**config.mk**
```make
export PLATFORM = sky130hd
export DESIGN_NAME = swp_ctrl
export DESIGN_NICKNAME = d
export VERILOG_FILES = /design/src/hw/rtl/swp_pkg.sv /design/src/hw/rtl/swp_ctrl.sv
export SDC_FILE = /design/constraint.sdc
export NUM_CORES = 1
export LEC_CHECK = 0
export ABC_AREA = 0
export CORE_UTILIZATION = 55
export CTS_CLUSTER_DIAMETER = 150
export DETAILED_ROUTE_END_ITERATION = 8
export DONT_BUFFER_PORTS = 1
export PLACE_DENSITY_LB_ADDON = 0.3
export SLEW_MARGIN = 5
export SYNTH_ARGS = -nofsm -noshare
export SYNTH_HDL_FRONTEND = slang
export SYNTH_SLANG_ARGS = --single-unit
```
**constraint.sdc**
```tcl
create_clock -name clk -period 4 [get_ports clk]
set_clock_uncertainty 0.15 [all_clocks]
set_input_delay 0.8 -clock clk [delete_from_list [all_inputs] [get_ports clk]]
set_output_delay 0.8 -clock clk [all_outputs]
set_load 0.05 [all_outputs]
```
**src/hw/rtl/swp_pkg.sv**
```systemverilog
// Shared types, codes and constants of the swap slot table.
package swp_pkg;

  localparam int SWAP_SLOTS  = 128;
  localparam int BLOCK_BYTES = 4;
  localparam int SLOT_IDX_W  = $clog2(SWAP_SLOTS);

  // Bits of the page word that a slot keeps
  localparam logic [31:0] WORD_MASK = (BLOCK_BYTES >= 4) ? 32'hFFFF_FFFF :
      32'((64'd1 << (8 * BLOCK_BYTES)) - 64'd1);

  typedef enum logic [1:0] {
    ACT_STORE   = 2'd0,
    ACT_FETCH   = 2'd1,
    ACT_RELEASE = 2'd2,
    ACT_NONE    = 2'd3
  } action_t;

  typedef enum logic [1:0] {
    ST_IDLE,
    ST_SCAN,
    ST_DRAIN,
    ST_FINISH
  } state_t;

  // One slot as held in the slot memory; the used flag lives in flip-flops
  typedef struct packed {
    logic [7:0]  file;
    logic [7:0]  page;
    logic [31:0] word;
  } slot_entry_t;

  // Result of one item, handed from the controller to the output register
  typedef struct packed {
    logic        status;
    logic        hit;
    logic [31:0] data;
  } result_t;

endpackage

```
**src/hw/rtl/swp_ctrl.sv**
```systemverilog
// Scan sequencer: walks the slot memory, tracks matches and free slots, holds used flags.
module swp_ctrl (
  input  logic                          clk,
  input  logic                          rst,
  input  logic                          in_valid,
  output logic                          in_stall,
  input  logic [1:0]                    action,
  input  logic [7:0]                    file_id,
  input  logic signed [8:0]             page_number,
  input  logic [31:0]                   page_data,
  input  logic                          out_free,
  output logic                          load,
  output swp_pkg::result_t              result,
  output logic [swp_pkg::SLOT_IDX_W-1:0] raddr,
  input  swp_pkg::slot_entry_t          rdata,
  output logic                          we,
  output logic [swp_pkg::SLOT_IDX_W-1:0] waddr,
  output swp_pkg::slot_entry_t          wdata
);
  import swp_pkg::*;

  localparam logic [SLOT_IDX_W-1:0] LAST_IDX = SLOT_IDX_W'(SWAP_SLOTS - 1);

  state_t                state, state_next;
  logic [SLOT_IDX_W-1:0] cnt;
  logic                  rd_vld;
  logic [SLOT_IDX_W-1:0] rd_idx;
  action_t               op_q;
  logic                  neg_q;
  logic [7:0]            file_q;
  logic [7:0]            page_q;
  logic [31:0]           data_q;
  logic                  found_match;
  logic                  found_free;
  logic [SLOT_IDX_W-1:0] free_idx;
  logic [31:0]           word_q;
  logic [SWAP_SLOTS-1:0] used;

  action_t act_in;
  logic    accept;
  logic    needs_scan;
  logic    slot_used;
  logic    file_eq;
  logic    match;

  assign act_in   = action_t'(action);
  assign in_stall = (state != ST_IDLE);
  assign accept   = in_valid && !in_stall;

  // Release scans regardless of page; store and fetch only for a non-negative page
  assign needs_scan = (act_in == ACT_RELEASE) ||
                      ((act_in == ACT_STORE || act_in == ACT_FETCH) && !page_number[8]);

  // Compare stage, in the cycle after the memory read
  assign slot_used = used[rd_idx];
  assign file_eq   = (rdata.file == file_q);
  assign match     = slot_used && file_eq && (rdata.page == page_q);

  // Next state
  always_comb begin
    state_next = state;
    unique case (state)
      ST_IDLE: begin
        if (accept) begin
          state_next = needs_scan ? ST_SCAN : ST_FINISH;
        end
      end
      ST_SCAN: begin
        if (cnt == LAST_IDX) begin
          state_next = ST_DRAIN;
        end
      end
      ST_DRAIN: begin
        state_next = ST_FINISH;
      end
      ST_FINISH: begin
        if (out_free) begin
          state_next = ST_IDLE;
        end
      end
    endcase
  end

  // Outputs
  always_comb begin
    raddr         = cnt;
    load          = 1'b0;
    we            = 1'b0;
    waddr         = free_idx;
    wdata.file    = file_q;
    wdata.page    = page_q;
    wdata.word    = data_q & WORD_MASK;
    result.status = 1'b0;
    result.hit    = 1'b0;
    result.data   = '0;
    unique case (state)
      ST_IDLE, ST_SCAN, ST_DRAIN: begin
      end
      ST_FINISH: begin
        load = out_free;
        case (op_q)
          ACT_STORE: begin
            if (!neg_q) begin
              result.hit    = found_match;
              result.status = !found_match && !found_free;
              we            = out_free && !found_match && found_free;
            end
          end
          ACT_FETCH: begin
            result.hit  = found_match;
            result.data = found_match ? word_q : '0;
          end
          default: begin
          end
        endcase
      end
    endcase
  end

  always_ff @(posedge clk) begin
    if (rst) begin
      state  <= ST_IDLE;
      rd_vld <= 1'b0;
    end else begin
      state  <= state_next;
      rd_vld <= (state == ST_SCAN);
    end
  end

  // Capture the item on accept; the scan trackers are cleared on accept in the block below
  always_ff @(posedge clk) begin
    if (accept) begin
      op_q   <= act_in;
      neg_q  <= page_number[8];
      file_q <= file_id;
      page_q <= page_number[7:0];
      data_q <= page_data;
    end
  end

  // Scan address counter and read index pipeline
  always_ff @(posedge clk) begin
    if (accept) begin
      cnt <= '0;
    end else if (state == ST_SCAN) begin
      cnt <= cnt + 1'b1;
    end
    rd_idx <= cnt;
  end

  // First match and first free slot
  always_ff @(posedge clk) begin
    if (rst) begin
      found_match <= 1'b0;
      found_free  <= 1'b0;
    end else if (accept) begin
      found_match <= 1'b0;
      found_free  <= 1'b0;
    end else if (rd_vld) begin
      if (match && !found_match) begin
        found_match <= 1'b1;
      end
      if (!slot_used && !found_free) begin
        found_free <= 1'b1;
      end
    end
  end

  always_ff @(posedge clk) begin
    if (rd_vld && match && !found_match) begin
      word_q <= rdata.word;
    end
    if (rd_vld && !slot_used && !found_free) begin
      free_idx <= rd_idx;
    end
  end

  // Used flags: set by a store, cleared by a release as the scan passes
  always_ff @(posedge clk) begin
    if (rst) begin
      used <= '0;
    end else begin
      if (rd_vld && op_q == ACT_RELEASE && slot_used && file_eq) begin
        used[rd_idx] <= 1'b0;
      end
      if (we) begin
        used[waddr] <= 1'b1;
      end
    end
  end

  a_write_free_slot: assert property (@(posedge clk) disable iff (rst)
    we |-> !used[waddr])
    else $error("store writes a slot that is in use");

  a_load_then_idle: assert property (@(posedge clk) disable iff (rst)
    load |=> state == ST_IDLE)
    else $error("result loaded without returning to idle");

  a_read_in_scan: assert property (@(posedge clk) disable iff (rst)
    rd_vld |-> (state == ST_SCAN || state == ST_DRAIN))
    else $error("compare stage active outside a scan");

  a_full_no_hit: assert property (@(posedge clk) disable iff (rst)
    (load && result.status) |-> (!result.hit && !we))
    else $error("full status together with a hit or a write");

endmodule

```
Yosys cells after proc, flatten, opt, wreduce, memory -nomap -nowiden --
Cells that the tools add are included.
Operators by class: add/sub/neg operators 1, order comparisons 4, equality and inequality tests 13, mux-type cells 24, bitwise gates (word level) 3, reductions and logical operators 33
Operators by type and width (number):
- two-way mux 128 bit | 3
- AND 128 bit | 1
- NOT 128 bit | 1
- OR 128 bit | 1
- two-way mux 32 bit | 2
- two-way mux 34 bit | 1
- logical AND 1 bit | 18
- equality test 8 bit | 2
- less-than comparator 7 x 8 -> 1 bit, second input constant | 2
- demux 1 bit (select 7 bit) | 2
- greater-or-equal comparator 7 x 1 -> 1 bit, second input constant | 2
- two-way mux 2 bit | 5
- equality test 2 bit, second input constant | 4
- two-way mux 1 bit | 8
- case mux 2 bit (4 select lines) | 1
- adder 7 x 1 -> 7 bit, second input constant | 1
- binary-select mux 1 bit (select 7 bit) | 1
- equality test 7 bit, second input constant | 1
- equality test 2 x 1 -> 1 bit, second input constant | 3
- logical NOT 2 bit | 3
- != test 2 bit, second input constant | 3
- logical NOT 1 bit | 5
- AND reduction 2 bit | 2
- AND reduction 3 bit | 1
- other kinds (4) | 5
Storage, ports and cells: register bits 237, bits of input ports 103, output and inout port bits 99, logic and storage cells 92

Logic depth before layout (Yosys ltp) --
depth in word-level cells 10, gate-level depth with buffers 11

Worst setup path after synthesis --
OpenSTA, ideal clock, no wires.
path type flip-flop to flip-flop, start point register rd_idx[1], end point register word_q[0], enable pin, setup time 0.464 ns, arrival 3.844 ns, slack -0.457 ns, stages on the path, launching flop included 10, buffers on the path 3, clock period less this slack 4.457 ns, cells stage by stage dfxtp_1 or2_1 buf_2 buf_4 o22ai_1 o21ai_0 a41oi_2 nor4_4 buf_6 nor3_1
Between the ends: cells in the longest elaborated chain, start to end 6
RTL lines:
- start, declared | line swp_ctrl.sv:27 | logic [SLOT_IDX_W-1:0] rd_idx;
- start signal, assigned | line swp_ctrl.sv:148 | rd_idx <= cnt;
- binary-select mux 1 bit (select 7 bit) | line swp_ctrl.sv:55 | assign slot_used = used[rd_idx];
- two-way mux 1 bit (implied by the code) | line swp_ctrl.sv:55
- logical AND 1 bit (2 in a row) | line swp_ctrl.sv:57 | assign match = slot_used && file_eq && (rdata.page == page_q);
- logical AND 1 bit (2 in a row) | line swp_ctrl.sv:170 | if (rd_vld && match && !found_match) begin
- end signal, assigned | line swp_ctrl.sv:171 | word_q <= rdata.word;
- end, declared | line swp_ctrl.sv:36 | logic [31:0] word_q;
No other way between the ends. The select of a mux whose other input is x is not followed. A chain may end at the register's enable or synchronous reset.

Worst setup path after layout --
start point register rd_idx[0], end point register used[120]
Between the ends: cells in the longest elaborated chain, start to end 10, elaborated cells between the ends (all ways) 15, classes of those cells order compare: 2; mux: 7; bitwise: 3; reduce/logical: 3
RTL lines:
- less-than comparator 7 x 8 -> 1 bit (implied by the code) / greater-or-equal comparator 7 x 1 -> 1 bit (equally long branches) | line swp_ctrl.sv:184 | used[rd_idx] <= 1'b0;
- logical AND 1 bit (implied by the code) | line swp_ctrl.sv:184
- two-way mux 1 bit (implied by the code) | line swp_ctrl.sv:184
- demux 1 bit (select 7 bit) | line swp_ctrl.sv:184
- NOT 128 bit (no source line)
- AND 128 bit (no source line)
- two-way mux 128 bit (*) | line swp_ctrl.sv:183 | if (rd_vld && op_q == ACT_RELEASE && slot_used && file_eq) begin
- two-way mux 128 bit (*) | line swp_ctrl.sv:180 | if (rst) begin
- OR 128 bit (no source line)
- two-way mux 128 bit (*) | line swp_ctrl.sv:186 | if (we) begin
- end signal, assigned | line swp_ctrl.sv:181 | used <= '0;
- end signal, assigned by index | line swp_ctrl.sv:184
- end signal, assigned by index | line swp_ctrl.sv:187 | used[waddr] <= 1'b1;
- end, declared | line swp_ctrl.sv:37 | logic [SWAP_SLOTS-1:0] used;
Every way passes the cells marked *; elsewhere a longest branch is shown, timed or not. The select of a mux whose other input is x is not followed.

==> results by group <==
Status
  • Run status: finished, final reports clean

Yosys
  • Synth Instances: slightly above 1000
  • Post-synthesis cell area: 10600 sq um
  • Syn_area_per_cell: just over 10 sq um
  • Yosys warns: 0
  • Net Count, Synth: 1139
  • Seq/Total Area, Yosys: 0.532
  • Flops & latches, synth: between 200 and 250
  • Cell variety after synth: 37

Cells and area
  • Synthesis-to-layout area growth: 9.60%
  • Multi-input gate area: ~4600 sq um
  • # diodes: 0
  • Most common cell after layout, fill and taps aside: dfxtp_1
  • Nets: around 1100
  • FF+latch area: ~5600 sq um
  • FILL cells: roughly 1500
  • Commonest cells after routing, fill and taps aside: dfxtp_1 (146), nand2_1 (145), a21oi_1 (133)
  • Share of layout cells above drive strength 1: 0.101

Floorplan
  • Die Span Y: around 140 um
  • Core area: between 15000 and 20000 sq um
  • Top Ports: approximately 200
  • Starting Density: 0.563
  • DIE AREA: approximately 20000 sq um
  • Rows: 50
  • Die width: 141 um

Clock tree
  • TritonCTS clock tree: built
  • Setup Buffers After CTS: 0
  • Clock root cell: clkbuf_16
  • Post-CTS Resized: 0
  • Hold buffers post-CTS: 0
  • CTS max path bufs: 3
  • Clk slew on worst S/H paths: roughly 0.07 ns
  • H-tree depth: 1
  • CTS Buf Count: 24
  • Later-pin clock latency in the skew report: approximately 0.52 ns
  • CTS sink count: 237

Pwr
  • Peak VDD IR: around 460 uV
  • P_leak: between 3 and 4 nW
  • Power per cell area: about 530 nW/um^2

Drt
  • First-iteration detailed-routing DRC count: about 800
  • Routed vias/inst: about 6.3
  • Final ANT Viol Nets: 0
  • Via Count: between 8000 and 9000
  • DR WL/cell: ~21 um
  • Routed WL: 26.9 mm
  • Drt first pass iters: 7
  • Drt drc: 0

Critical path
  • Worst path required time: between 4 and 5 ns
  • Flop-to-flop setup slack: roughly 0.78 ns
  • Slowest Stage Delay on Critical Path: 0.54 ns
  • CP Data Arrival Time: ~3.5 ns
  • Crit path top cell by count: buf_4
  • Critical Path Start Type: flip-flop
  • Critical path type: reg2reg
  • Buffer and inverter count on the worst path: 3
  • Worst path top cell family by delay: compound AO/OA/AOI/OAI gates
  • Slowest stage cell, crit path: dfxtp_4
  • CP endpoint kind: flip-flop
  • Critical Path Fanout Max: 37
  • Critical-path cell list: buf_12 > mux2i_1 > o22ai_1 > o21ai_0 > a41oi_2 > nor4_4 > buf_4 > nor4b_4 > buf_4 > a311oi_1

Timing
  • Final hold viol count: 0
  • Min cycle time layout: 3.22 ns
  • Slew margin rel.: 0.224
  • Worst Setup Slack, final: just under 0.8 ns
  • Final Setup Violations: 0
  • F_max: 0.311 GHz
  • Pins Over Slew Limit: 0
  • Crit share post-route: 0.804
  • Slew @ Worst Pin: around 1.2 ns
  • Fin Setup TNS: 0 ns
  • RSZ-0062 raised after global routing: false

Global route
  • Antenna violations before repair: 0
  • Total GRT Usage: 0.268
  • Remaining global-route overflow: 0
  • Largest net degree at the start of global routing: roughly 130
  • Vias in the first global route: roughly 7500
  • First-pass GRT wire length: between 40 and 50 mm

Placed design
  • Gp weighted congestion: just under 1
  • Dpl hpwl: 17.0 mm
  • Setup WS pre-CTS: a little over 0.8 ns
  • # port buffers: 0

Hold path
  • Hold Path Class: in2reg

Job
  • Max Cap Viol: 0
registers in the layout, summed over array words and instances (netlist names):
| register | cells |
|---|---|
| found_free | 1 |
| used | 128 |
| neg_q | 1 |
| data_q | 32 |
| found_match | 1 |
| op_q | 2 |
| page_q | 8 |
| rd_idx | 7 |
| waddr | 7 |
| raddr | 7 |
| file_q | 8 |
| word_q | 32 |
| state | 2 |
| rd_vld | 1 |
cell usage after synthesis:
library cell,number,area share
mux2i_1,67,0.063
dfxtp_1,147,0.28
ha_1,6,0.0071
buf_2,7,0.0033
a311oi_1,127,0.10
a311oi_2,1,0.0014
and3_1,1,0.00059
buf_6,10,0.011
a41oi_2,3,0.0046
inv_1,5,0.0018
nor3_1,16,0.0076
nor4b_4,4,0.0090
clkbuf_1,62,0.022
nand4_1,7,0.0041
nor4_4,2,0.0040
nor4_1,1,0.00059
xnor2_1,16,0.013
a21oi_1,133,0.063
xor2_1,5,0.0041
a41oi_1,1,0.00083
nand2_1,145,0.051
a211oi_1,1,0.00071
nand2b_1,12,0.0071
buf_4,7,0.0050
o22ai_1,33,0.019
or2_2,1,0.00059
o21ai_0,8,0.0038
nor2_1,49,0.017
nor2_4,3,0.0032
and2_1,35,0.021
edfxtp_1,90,0.25
o21ai_1,9,0.0042
nor2b_1,4,0.0024
or3_1,2,0.0012
o21a_1,1,0.00071
or2_1,1,0.00059
nand3_1,8,0.0038
where the power goes:
part           switching [mW]  internal, mW  leakage, nW
Clock                   0.952          1.28        0.390
Sequential              0.530          2.71         2.02
Combinational           0.441         0.255        0.983
Total                    1.92          4.24         3.39
kinds of logic after synthesis:
group / Yosys count / share of synthesized area
buf+inv: 91 / 0.0426
simple gates: 291 / 0.134
compound gates: 317 / 0.203
flops: 237 / 0.532
xor+xnor: 21 / 0.0173
mux: 67 / 0.0632
fa+ha+maj: 6 / 0.00708
path summary, 6_finish.rpt:
path	depth (start not counted)	startpoint	end
setup reg to reg	10	rd_idx[0]	used[120]
hold / removal	1	rst	used[17]
hold reg to reg	2	used[76]	used[76]
setup / recovery	10	rd_idx[0]	used[120]
through the flow:
| step | util | std cells | power (mW) | instance area [sq um] | hold WS [ns] |
|---|---|---|---|---|---|
| after floorplan | - | 1030 | 3.84 | 10600 | 0.279 |
| after global placement | 0.575 | 1240 | 3.96 | 10800 | 0.338 |
| after detailed placement | 0.575 | 1240 | 3.98 | 10800 | 0.354 |
| after CTS | 0.617 | 1284 | 6.19 | 11600 | 0.190 |
| after global routing | 0.617 | 1284 | 6.35 | 11600 | 0.189 |
| final | 0.617 | 1284 | 6.17 | 11600 | 0.200 |
metal layers:
layer  vias up  global-route usage  routed length, um
li1       3844                   -                  -
met4         0              0.0870                651
met5         -                   0                  0
met3        53              0.0394               1710
met2       315               0.449              13200
met1      3910               0.358              11400
area by class of cell:
class / instances / share of cell area
flip-flops and latches: 237 / 0.486
multi-input cells: 702 / 0.392
clock buffers: 28 / 0.0547
well taps: 260 / 0.0280
repair buffers: 36 / 0.0243
clock inverters: 16 / 0.0138
inverters: 5 / 0.00161
Note: power is estimated with default switching activity, not from simulation.
